<file path="src/design/ps2sc_pkg.sv">
// Shared types, prefix codes and the set 2 key lookup for the scan code decoder.
package ps2sc_pkg;

    localparam logic [7:0] BREAK_PREFIX    = 8'hF0;
    localparam logic [7:0] EXTENDED_PREFIX = 8'hE0;
    localparam logic [6:0] NO_KEY          = 7'h00;

    // One decode outcome per transfer.
    typedef struct packed {
        logic       hit;
        logic [6:0] ascii_char;
    } t_result;

    // Set 2 make code to lower-case ASCII; NO_KEY when the code is not mapped.
    function automatic logic [6:0] decode_key(input logic [7:0] code);
        logic [6:0] ch;
        unique case (code)
            8'h16:   ch = 7'h31; // 1
            8'h1E:   ch = 7'h32; // 2
            8'h26:   ch = 7'h33; // 3
            8'h25:   ch = 7'h34; // 4
            8'h2E:   ch = 7'h35; // 5
            8'h36:   ch = 7'h36; // 6
            8'h3D:   ch = 7'h37; // 7
            8'h3E:   ch = 7'h38; // 8
            8'h46:   ch = 7'h39; // 9
            8'h45:   ch = 7'h30; // 0
            8'h15:   ch = 7'h71; // q
            8'h1D:   ch = 7'h77; // w
            8'h24:   ch = 7'h65; // e
            8'h2D:   ch = 7'h72; // r
            8'h2C:   ch = 7'h74; // t
            8'h35:   ch = 7'h79; // y
            8'h3C:   ch = 7'h75; // u
            8'h43:   ch = 7'h69; // i
            8'h44:   ch = 7'h6F; // o
            8'h4D:   ch = 7'h70; // p
            8'h1C:   ch = 7'h61; // a
            8'h1B:   ch = 7'h73; // s
            8'h23:   ch = 7'h64; // d
            8'h2B:   ch = 7'h66; // f
            8'h34:   ch = 7'h67; // g
            8'h33:   ch = 7'h68; // h
            8'h3B:   ch = 7'h6A; // j
            8'h42:   ch = 7'h6B; // k
            8'h4B:   ch = 7'h6C; // l
            8'h1A:   ch = 7'h7A; // z
            8'h22:   ch = 7'h78; // x
            8'h21:   ch = 7'h63; // c
            8'h2A:   ch = 7'h76; // v
            8'h32:   ch = 7'h62; // b
            8'h31:   ch = 7'h6E; // n
            8'h3A:   ch = 7'h6D; // m
            default: ch = NO_KEY;
        endcase
        return ch;
    endfunction

endpackage

</file>
<file path="src/design/ps2sc_decoder.sv">
// Release/held-key tracking and key decode for one scan code per step.
module ps2sc_decoder (
    input  logic              i_clk,
    input  logic              i_rst_n,
    input  logic              i_step,
    input  logic [7:0]        i_code,
    output ps2sc_pkg::t_result o_result
);

    logic       r_release_pending;
    logic       r_key_held;
    logic       n_release_pending;
    logic       n_key_held;
    logic [6:0] key_char;

    assign key_char = ps2sc_pkg::decode_key(i_code);

    always_comb begin
        n_release_pending   = r_release_pending;
        n_key_held          = r_key_held;
        o_result.hit        = 1'b0;
        o_result.ascii_char = key_char;
        priority if (i_code == ps2sc_pkg::BREAK_PREFIX) begin
            n_release_pending = 1'b1;
            n_key_held        = 1'b0;
        end else if ((r_key_held && !r_release_pending) ||
                     (i_code == ps2sc_pkg::EXTENDED_PREFIX)) begin
            // held key or extended prefix: nothing changes
        end else begin
            if (!r_release_pending && (key_char != ps2sc_pkg::NO_KEY)) begin
                o_result.hit = 1'b1;
                n_key_held   = 1'b1;
            end
            n_release_pending = 1'b0;
        end
    end

    always_ff @(posedge i_clk) begin
        if (!i_rst_n) begin
            r_release_pending <= 1'b0;
            r_key_held        <= 1'b0;
        end else if (i_step) begin
            r_release_pending <= n_release_pending;
            r_key_held        <= n_key_held;
        end
    end

    a_break_sets_release: assert property (@(posedge i_clk) disable iff (!i_rst_n)
        (i_step && (i_code == ps2sc_pkg::BREAK_PREFIX)) |=>
            (r_release_pending && !r_key_held))
        else $error("break prefix did not arm release");

    a_hit_needs_idle: assert property (@(posedge i_clk) disable iff (!i_rst_n)
        o_result.hit |-> (!r_release_pending && !r_key_held))
        else $error("key decoded while held or release pending");

    a_hit_holds_key: assert property (@(posedge i_clk) disable iff (!i_rst_n)
        (i_step && o_result.hit) |=> r_key_held)
        else $error("decoded key not marked held");

endmodule

</file>
<file path="src/design/ps2_scan_code_to_ascii_top.sv">
// Top level: PS/2 set 2 scan code to ASCII decoder with valid/ready channels.
// Each scan code byte transfer yields at most one ASCII character ('0'-'9',
// 'a'-'z') for make codes of the 36 mapped keys. 0xF0 marks a release and the
// code after it is dropped; 0xE0 is ignored; once a key has produced a
// character, repeats and other make codes give nothing until a release. One
// byte is taken per clock while nothing stalls: the byte lands in an input
// register, the decode is a single table lookup plus two state flags, and the
// character lands in an output register; throughput is one transfer per cycle
// while i_ready stays high. The input register advances whenever the output
// register is empty or being drained. While a character waits with i_ready
// low, a byte already in the input register holds and o_ready drops, so at
// most two bytes are in flight; o_ready depends on i_ready combinationally.
module ps2_scan_code_to_ascii_top (
    input  logic       i_clk,
    input  logic       i_rst_n,
    input  logic       i_valid,
    output logic       o_ready,
    input  logic [7:0] i_scan_code,
    output logic       o_valid,
    input  logic       i_ready,
    output logic [6:0] o_ascii_char
);

    logic                r_s1_valid;
    logic [7:0]          r_s1_code;
    logic                r_out_valid;
    logic [6:0]          r_out_char;
    logic                n_s1_valid;
    logic                n_out_valid;
    logic                s1_go;
    logic                in_xfer;
    ps2sc_pkg::t_result  dec_result;

    // input stage moves on when the output slot is free or emptying
    assign s1_go   = r_s1_valid && (!r_out_valid || i_ready);
    assign o_ready = !r_s1_valid || s1_go;
    assign in_xfer = i_valid && o_ready;

    ps2sc_decoder u_decoder (
        .i_clk    (i_clk),
        .i_rst_n  (i_rst_n),
        .i_step   (s1_go),
        .i_code   (r_s1_code),
        .o_result (dec_result)
    );

    always_comb begin
        n_s1_valid = r_s1_valid;
        if (in_xfer) begin
            n_s1_valid = 1'b1;
        end else if (s1_go) begin
            n_s1_valid = 1'b0;
        end

        n_out_valid = r_out_valid;
        if (s1_go) begin
            n_out_valid = dec_result.hit;
        end else if (i_ready) begin
            n_out_valid = 1'b0;
        end
    end

    always_ff @(posedge i_clk) begin
        if (!i_rst_n) begin
            r_s1_valid  <= 1'b0;
            r_out_valid <= 1'b0;
        end else begin
            r_s1_valid  <= n_s1_valid;
            r_out_valid <= n_out_valid;
        end
    end

    // payload registers, no reset
    always_ff @(posedge i_clk) begin
        if (in_xfer) begin
            r_s1_code <= i_scan_code;
        end
        if (s1_go && dec_result.hit) begin
            r_out_char <= dec_result.ascii_char;
        end
    end

    assign o_valid      = r_out_valid;
    assign o_ascii_char = r_out_char;

    a_char_in_range: assert property (@(posedge i_clk) disable iff (!i_rst_n)
        o_valid |-> (((o_ascii_char >= 7'h30) && (o_ascii_char <= 7'h39)) ||
                     ((o_ascii_char >= 7'h61) && (o_ascii_char <= 7'h7A))))
        else $error("output character outside decoded set");

    a_s1_holds: assert property (@(posedge i_clk) disable iff (!i_rst_n)
        (r_s1_valid && !s1_go) |=> (r_s1_valid && $stable(r_s1_code)))
        else $error("stalled input stage lost its byte");

    a_out_holds: assert property (@(posedge i_clk) disable iff (!i_rst_n)
        (o_valid && !i_ready) |=> (o_valid && $stable(o_ascii_char)))
        else $error("stalled output changed before transfer");

endmodule
</file>
<file path="config.mk">
export PLATFORM = sky130hd
export DESIGN_NAME = ps2_scan_code_to_ascii_top
export DESIGN_NICKNAME = d
export VERILOG_FILES = /design/src/design/ps2sc_pkg.sv /design/src/design/ps2sc_decoder.sv /design/src/design/ps2_scan_code_to_ascii_top.sv
export SDC_FILE = /design/constraint.sdc
export NUM_CORES = 1
export LEC_CHECK = 0
export ABC_AREA = 1
export BUFFER_PORTS_ARGS = -buffer_cell sky130_fd_sc_hd__buf_2
export CELL_PAD_IN_SITES_DETAIL_PLACEMENT = 1
export CELL_PAD_IN_SITES_GLOBAL_PLACEMENT = 1
export CORE_MARGIN = 2
export CORE_UTILIZATION = 25
export CTS_BUF_LIST = sky130_fd_sc_hd__clkbuf_2 sky130_fd_sc_hd__clkbuf_4 sky130_fd_sc_hd__clkbuf_8
export CTS_CLUSTER_SIZE = 10
export DETAILED_ROUTE_END_ITERATION = 10
export HOLD_SLACK_MARGIN = 0.02
export PLACE_DENSITY = 0.49
export SETUP_SLACK_MARGIN = 0.05
export SYNTH_ARGS = -nofsm -noshare
export SYNTH_HDL_FRONTEND = slang
export SYNTH_SLANG_ARGS = --single-unit
</file>
<file path="constraint.sdc">
create_clock -name i_clk -period 4.85 [get_ports i_clk]
set_clock_uncertainty 0.05 [all_clocks]
set_input_delay 0.2425 -clock i_clk [delete_from_list [all_inputs] [get_ports i_clk]]
set_output_delay 0.2425 -clock i_clk [all_outputs]
set_load 0.1 [all_outputs]
</file>
==> results of run 1 <==
per-stage QoR:
| step | worst slack, ns | util |
|---|---|---|
| final | 2.57 | 0.297 |
| after floorplan | 1.82 | - |
| after CTS | 2.51 | 0.297 |
| after global routing | 2.22 | 0.297 |
| after global placement | 2.51 | 0.289 |
| after detailed placement | 2.50 | 0.289 |
layer usage:
| layer | part of all wire | vias to the layer above | track usage |
|---|---|---|---|
| met3 | 0.020 | 4 | 0.0157 |
| li1 | - | 814 | - |
| met2 | 0.45 | 18 | 0.228 |
| met1 | 0.52 | 715 | 0.182 |
| met5 | 0 | - | 0 |
| met4 | 0.013 | 0 | 0.0413 |
power by group:
group / internal (mW) / leakage (nW) / total (mW) / switching [mW]
logic: 0.0459 / 0.745 / 0.183 / 0.137
registers: 0.253 / 0.227 / 0.260 / 0.00758
clock network: 0.0725 / 0.0288 / 0.141 / 0.0681
layout by cell type (no fill, tap or decap), drive strengths merged:
cell and count:
nand2 107, inv 33, nand3 21, buf 20
nor2 17, edfxtp 15, dfxtp 11, a21oi 10
o21ai 9, ha 6, clkbuf 4, nor3 3
nor4 1, nand4 1, nand3b 1, o21a 1
a21boi 1, o22ai 1, a31oi 1, o211ai 1
synth_stat cells (2+ instances only):
cell type,instances
nand2_1,86
inv_1,30
nand3_1,19
edfxtp_1,15
nor2_1,15
nand2_2,13
dfxtp_1,11
a21oi_1,9
nand2_4,8
ha_1,6
o21ai_0,5
inv_2,3
nor2_2,2
nor3_1,2
o21ai_2,2
final timing paths:
| kind | startpoint | to | slack [ns] |
|---|---|---|---|
| worst max-delay path | o_valid | flop | 2.57 |
| worst min-delay path | i_scan_code[7] | r_s1_code[7] | 0.10 |
| worst max register to register | o_valid | flop | 2.57 |
| worst min register to register | u_decoder.r_key_held | u_decoder.r_key_held | 0.43 |
cells by family (layout without fill, tap and decap cells):
| logic type | after synthesis | after routing | synth area share |
|---|---|---|---|
| buf+inv | 37 | 57 | 0.0910 |
| fa+ha+maj | 6 | 6 | 0.0417 |
| simple gates | 151 | 151 | 0.406 |
| flops | 26 | 26 | 0.372 |
| compound gates | 24 | 24 | 0.0889 |
layout make-up:
type	count	area share
timing repair buffer	20	0.0491
sequential	26	0.329
multi-input combinational	181	0.475
clock buffer	4	0.0270
tap	96	0.0590
inverter	33	0.0608
==> flow_summary.ini, run 1 <==
[yosys]
async_reset_ff_frac = 0
synth.net_count = 262
syn_avg_cell_area_sq_um = 7.38
synth_top_area_frac = 0.250
synth-edff-count = 15
yosysUniqueCellTypes = 33
synth.yosys.seq_area_share = 0.372
synth_area_sq_um = 1800
synth-main-ff-cell = edfxtp_1
synth.ff_latch_count = 26
yosysTopAreaCell = edfxtp_1
synth_warnings = 0
yosys-top-cells-area = edfxtp_1 (25%), nand2_1 (18%), dfxtp_1 (12%), inv_1 (6.3%), nand3_1 (5.3%)
synthCells = 244

[timing]
report.final.slew_viol_count = 0
setup_tns_ns = 0
rsz0062_at_grt = false
fin_crit_sh = 0.471
setup_viol = 0
slew_headroom = 0.679
period_needed_ns = 2.28
holdWs_ns = 0.104
tightest_slew_ns = 0.485
hold_violations = 0
clock.fmax_mhz = 438

[worst_setup_path]
max_stage_delay_ns = 0.40
path_depth = 16
r2r_cells = 16
crit_top_cell = nand2_1
critical_path_class = flop to flop
cp_num_buf_inv = 1
crit_family = simple AND/OR/NAND/NOR gates
cp_max_fo = 15
endpoint_kind = flop
cp.arrival_ns = 2.40
worstPathRequired_ns = 4.97
cp_slowest_cell = dfxtp_1
path_cells = nand3_4 -> nand2_4 -> nand2_1 -> nand2_1 -> inv_1 -> ha_1 -> nand2_1 -> nand2_1 -> nand2_2 -> nand2_1 -> nand2_1 -> nand2_1 -> nand2_1 -> nand2_1 -> nand2_1 -> nand2_1
worst_setup_path_start_kind = flop

[grt]
grt_pass1_vias = 1698
groute.usage.overall = 0.135
grt_pass1_wl_um = 8290
grt-ovfl-total = 0
grt_max_degree = 18
antenna_found_initial = 0

[clocking]
path_clk_slew_ns = 0.10
clock_path_buffers = 2
cts_tree = built
cts.hold.buffers_added = 0
worstSkewPairLatency_ns = 0.27
cts_setup_buffers = 0
cts_buffers = 3
cts.sink_count = 26
htree_levels = 1
clock-root-buffer = clkbuf_8
ctsResizeCount = 0

[finish]
multi_input_area_sq_um = 967
fin_area_sq_um = 2040
fin_cells = 360
antenna_cells = 0
fin_nets = 283
nFillCells = 887
syn_to_final_growth_pct = 13.1
register_area_sq_um = 671
final_layout_size_suffix_gt1_frac = 0.220

[worst_hold_path]
holdPathStages = 1
hold_path_class = input pin to flop

[placed_design]
dp_hpwl_um = 3740
place_congestion = 0.759
portBuffers = 20
dpl.cell_count = 356
placed_cell_area_sq_um = 1980

[power]
leakagePower_nw = 1.00
peakVddDrop_mv = 0.0764
power.density_nw_per_um2 = 287
p_total_uw = 584

[routing]
drc_errors = 0
post_drt_via_cell_ratio = 4.31
drtIter0Drc = 37
routed_wl_um = 4690
drt_pass1_iterations = 4
dr_total_vias = 1551
ant_nets = 0
wl_per_cell_um = 13.0

[floorplan]
die_x_um = 88.9
dieHeight_um = 88.9
io_pins = 21
core-area_sq_um = 6870
dieArea_sq_um = 7900
initial_core_util = 0.262
num_rows = 30

[flow_run]
maxCapViolations = 0

[status]
status = complete, no violations
(Power assumes the default switching activity.)
==> run 2, diff against run 1 <==
ABC_AREA = 0   (was 1)
PLACE_DENSITY = 0.47   (was 0.49)
clock period = 2.2 ns   (was 4.85 ns; I/O delays follow)
==> run 2 against run 1 <==
Die area increased by 14%; global-route usage is 3.8 points higher; fmax grew 5.2%; wire length grew 62%; count of clock-buffer cells in the layout shrank 1; power rose to 2.7 times the previous value; critical path depth is 5 lower; final cell count up 12%; critical path type unchanged.
==> flow_summary.ini, run 2 <==
[status]
status = complete, no violations

[clocking]
cts_buffers = 3
worstSkewPairLatency_ns = 0.27
clock_path_buffers = 2
cts.sink_count = 26
path_clk_slew_ns = 0.10
clock-root-buffer = clkbuf_8
cts_tree = built
htree_levels = 1

[worst_setup_path]
worstPathRequired_ns = 2.31
cp_max_fo = 5
critical_path_class = flop to flop
cp.arrival_ns = 2.28
endpoint_kind = flop
setup.worst_path.start = o_valid
worst_setup_path_start_kind = flop
rr_startpoint = o_valid

[finish]
antenna_cells = 0
mostFrequentLayoutCells = buf_4 (49), buf_2 (20), nor2_1 (16), nand2_1 (15), edfxtp_1 (15)
fin_nets = 318
layout_commonest_cell = buf_4
final_core_util = 0.361
final_layout_size_suffix_gt1_frac = 0.405
syn_to_final_growth_pct = 41.8

[yosys]
async_reset_ff_frac = 0
yosysTopAreaCell = edfxtp_1
yosysUniqueCellTypes = 63
yosys-top-cells-area = edfxtp_1 (22%), dfxtp_1 (11%), ha_1 (3.6%), o21ai_0 (3.6%), a21oi_1 (3.4%)
synth.ff_latch_count = 26
synth-main-ff-cell = edfxtp_1
synthCells = 234
synth_warnings = 0
yosysMostFrequentCell = nor2_1
synth.net_count = 252
synth-edff-count = 15
synth_top_area_frac = 0.217
synth_common_cells = nor2_1 (16), edfxtp_1 (15), nand2_1 (15), o21ai_0 (15), a21oi_1 (14)
synth_area_sq_um = 2070
syn_avg_cell_area_sq_um = 8.85
synth.yosys.seq_area_share = 0.324

[routing]
drc_errors = 0
drtIter0Drc = 75
wl_per_cell_um = 18.8
ant_nets = 0
dr_total_vias = 2087
post_drt_via_cell_ratio = 5.17
routed_wl_um = 7600
drt_pass1_iterations = 4

[grt]
grt-ovfl-total = 0
grt_pass1_wl_um = 11900
grt_max_degree = 16
antenna_found_initial = 0
groute.usage.overall = 0.173
grt_pass1_vias = 2129

[floorplan]
die_x_um = 95.0
initial_core_util = 0.255
io_pins = 21
dieArea_sq_um = 9030
dieHeight_um = 95.0
num_rows = 33
core-area_sq_um = 8130

[timing]
hold_violations = 0
period_needed_ns = 2.17
slew_headroom = 0.638
finalWorstSetupSlack_ns = 0.0299
holdWs_ns = 0.0373
clock.fmax_mhz = 461
setup_viol = 0
tightest_slew_ns = 0.538
setup_tns_ns = 0
rsz0062_at_grt = true
report.final.slew_viol_count = 0
fin_crit_sh = 0.986

[worst_hold_path]
hold_path_class = input pin to flop
min_from = i_scan_code[6]

[power]
p_total_mw = 1.58
peakVddDrop_mv = 0.218
power.density_nw_per_um2 = 538
leakagePower_nw = 1.13

[placed_design]
pre_cts_ws_ns = -0.0944
portBuffers = 20
place_congestion = 0.805
dp_hpwl_um = 5990

[flow_run]
maxCapViolations = 0
-- run 2: changes by cell type after synthesis, sizes merged, moves of 5 or more --
cell / previous run / this run
nand2: 107 / 17
inv: 33 / 12
nor2b: 0 / 10
nand2b: 0 / 9
nand3: 21 / 8
mux2i: 0 / 7
o21ai: 9 / 17
clkbuf: 1 / 6
a21boi: 1 / 6
buf: 3 / 9
-- run 2: cell families after synthesis --
family          count (synthesis)  synth area share
simple gates                   84             0.233
compound gates                 79             0.272
buf+inv                        27            0.0670
flops                          26             0.324
fa+ha+maj                       6            0.0362
mux                            10            0.0598
xor+xnor                        2           0.00846
-- run 2: cell type report --
type	count	area, sq um
Multi-Input combinational cell	181	1440
Sequential cell	26	676
Fill cell	936	5190
Clock buffer	3	41.3
Clock inverter	1	30.0
Inverter	12	60.1
Tap cell	105	131
Timing Repair Buffer	76	562
-- run 2: what timing repair did --
item | 4_1_cts | 5_1_grt
setup buffers | 2 | 2
hold buffers | 2 | 0
pin swaps | 7 | 8
endpoints found under the setup margin | 6 | 6
gates resized for setup | 17 | 10
hold endpoints to repair | 2 | 0
-- run 2: layer usage --
layer	routed length [um]	part of all wire	track usage
met3	141	0.019	0.00791
met5	0	0	0
met4	76	0.010	0.0386
met2	3730	0.49	0.301
met1	3650	0.48	0.239
-- run 2: path summary, 6_finish.rpt --
kind         slack [ns]                           to  depth (start not counted)
max                0.03                         flop                         11
min                0.04                 r_s1_code[6]                          1
max reg2reg        0.03                         flop                         11
min reg2reg        0.40  u_decoder.r_release_pending                          2
-- run 2: report_power, final --
part	internal [mW]	switching [mW]
clock	0.243	0.157
sequential	0.553	0.0208
combinational	0.253	0.355
-- run 2: stage by stage --
stage | area (sq um) | cells
finish | 2940 | 404
global route | 2940 | 404
CTS | 2880 | 402
global placement | 2700 | 394
floorplan | 2150 | 234
detailed placement | 2700 | 394
-- run 2: critical path, cell delays in order (launching register included) --
cell	delay [ns]
dfxtp_4	0.35
and3b_2	0.24
clkinv_4	0.08
nand2_8	0.08
inv_8	0.03
mux2_4	0.35
ha_4	0.26
buf_6	0.13
a21oi_4	0.14
nor4_4	0.05
mux2i_1	0.18
o41ai_2	0.11
==> run 3, diff against run 2 <==
PLACE_DENSITY = not set   (was 0.47)
PLACE_DENSITY_LB_ADDON = 0.1   (was not set)
==> run 3 against run 2 <==
Final cell count grew 0.25%; non-clock buffer count increased by 1; utilization rose by 0.89 points; fmax decreased by 6.2%; via count up 1.6%; setup slack got worse by 0.14 ns; critical path depth rose by 1; the run now ends with negative setup slack left; largest power group unchanged; largest cell class unchanged; clock power about the same.
==> flow_summary.ini, run 3 (synthesis results as in run 2) <==
[finish]
syn_to_final_growth_pct = 45.4
layout_commonest_cell = buf_4
mostFrequentLayoutCells = buf_4 (49), buf_2 (20), nor2_1 (15), edfxtp_1 (15), nand2_1 (12)
antenna_cells = 0
fin_nets = 319
fin_area_sq_um = 3010
final_layout_size_suffix_gt1_frac = 0.417

[timing]
setup_tns_ns = -0.357
holdWs_ns = 0.0314
setup_viol = 5
fin_crit_sh = 1.05
rsz0062_at_grt = true
clock.fmax_mhz = 432
hold_violations = 0
finalWorstSetupSlack_ns = -0.114
period_needed_ns = 2.31
tightest_slew_ns = 0.667
slew_headroom = 0.551
report.final.slew_viol_count = 0

[power]
peakVddDrop_mv = 0.224
power.net_switching_uw = 553
power_frac_comb = 0.396
p_clk_frac = 0.248
p_total_mw = 1.62
seqPwrFrac = 0.356
intPower_mw = 1.07
leakagePower_nw = 1.14
switching_share = 0.341
power.density_nw_per_um2 = 538

[floorplan]
die_x_um = 95.0
initial_core_util = 0.255
dieHeight_um = 95.0
core-area_sq_um = 8130
io_pins = 21
dieArea_sq_um = 9030
num_rows = 33

[worst_setup_path]
worst_setup_path_start_kind = flop
cp_max_fo = 5
cp_num_buf_inv = 4
cp_slowest_cell = dfxtp_4
max_stage_delay_ns = 0.36
rr_startpoint = o_valid
crit_family = compound AO/OA/AOI/OAI gates
path_cells = and3b_2 -> clkinv_4 -> nand2_8 -> inv_8 -> mux2_4 -> buf_12 -> clkinv_8 -> ha_4 -> a31o_4 -> o2bb2ai_4 -> a221oi_4 -> a221o_1
worstPathRequired_ns = 2.32
reg2reg_slack_ns = -0.11
r2r_cells = 12
critical_path_class = flop to flop
endpoint_kind = flop
cp.arrival_ns = 2.43

[clocking]
cts.sink_count = 26
cts_buffers = 3
clock_path_buffers = 2
clock-root-buffer = clkbuf_8
cts_tree = built
path_clk_slew_ns = 0.09
worstSkewPairLatency_ns = 0.27
htree_levels = 1

[routing]
post_drt_via_cell_ratio = 5.24
drtIter0Drc = 96
dr_total_vias = 2121
wl_per_cell_um = 19.4
drt_pass1_iterations = 4
drc_errors = 0
routed_wl_um = 7860
ant_nets = 0

[grt]
use_met1 = 0.247
antenna_found_initial = 0
use_met3 = 0.0206
grt_pass1_vias = 2200
use_met2 = 0.300
top_usage_layer = met2
groute.usage.overall = 0.182
grt-ovfl-total = 0
grt_pass1_wl_um = 12300
grt_max_degree = 16

[status]
violations = negative setup slack
status = finished with violations

[placed_design]
dp_hpwl_um = 6120
place_congestion = 0.832
portBuffers = 20
placed_cell_area_sq_um = 2680

[flow_run]
maxCapViolations = 0

[worst_hold_path]
hold_path_class = input pin to flop
holdPathStages = 1
holdPathEnd = r_s1_code[6]
min_from = i_scan_code[6]
run 3: final cells by class:
cell class              count  area, sq um
fillers                   961         5120
multi-input cells         181         1480
flip-flops and latches     26          676
repair buffers             77          582
well taps                 105          131
inverters                  12         70.1
clock buffers               3         41.3
clock inverters             1         30.0
run 3: per-stage QoR:
stage | cells | setup WS [ns] | util
after floorplan | 234 | -0.214 | -
after global placement | 392 | -0.139 | 0.330
after detailed placement | 392 | -0.0834 | 0.330
after CTS | 400 | -0.0692 | 0.347
after global routing | 405 | -0.202 | 0.370
final | 405 | -0.114 | 0.370
run 3: worst max-delay path by stage:
stage / startpoint / end / slack [ns] / cells past startpoint
final: o_valid / flop / -0.11 / 12
after detailed placement: o_valid / flop / -0.08 / 11
after global routing: o_valid / flop / -0.20 / 12
after CTS: o_valid / flop / -0.07 / 10
after global placement: o_valid / flop / -0.14 / 10
after floorplan: o_valid / flop / -0.21 / 11
run 3: timing repair:
item                                    4_1_cts  5_1_grt
gates resized for setup                       7       32
endpoints found under the hold margin         2        0
hold buffers                                  2        0
endpoints found under the setup margin        6        7
pin swaps                                     4       13
setup buffers                                 2        5
run 3: power groups by stage:
stage               sequential [mW]  clock, mW  combinational [mW]
floorplan                     0.638          0               0.286
global placement              0.586          0               0.553
detailed placement            0.587          0               0.548
CTS                           0.576      0.412               0.573
global route                  0.581      0.431               0.688
finish                        0.576      0.403               0.642
run 3: routing by layer:
metal,wire [um],share of wire
met4,179,0.023
met1,3680,0.47
met5,0,0
met3,243,0.031
met2,3760,0.48
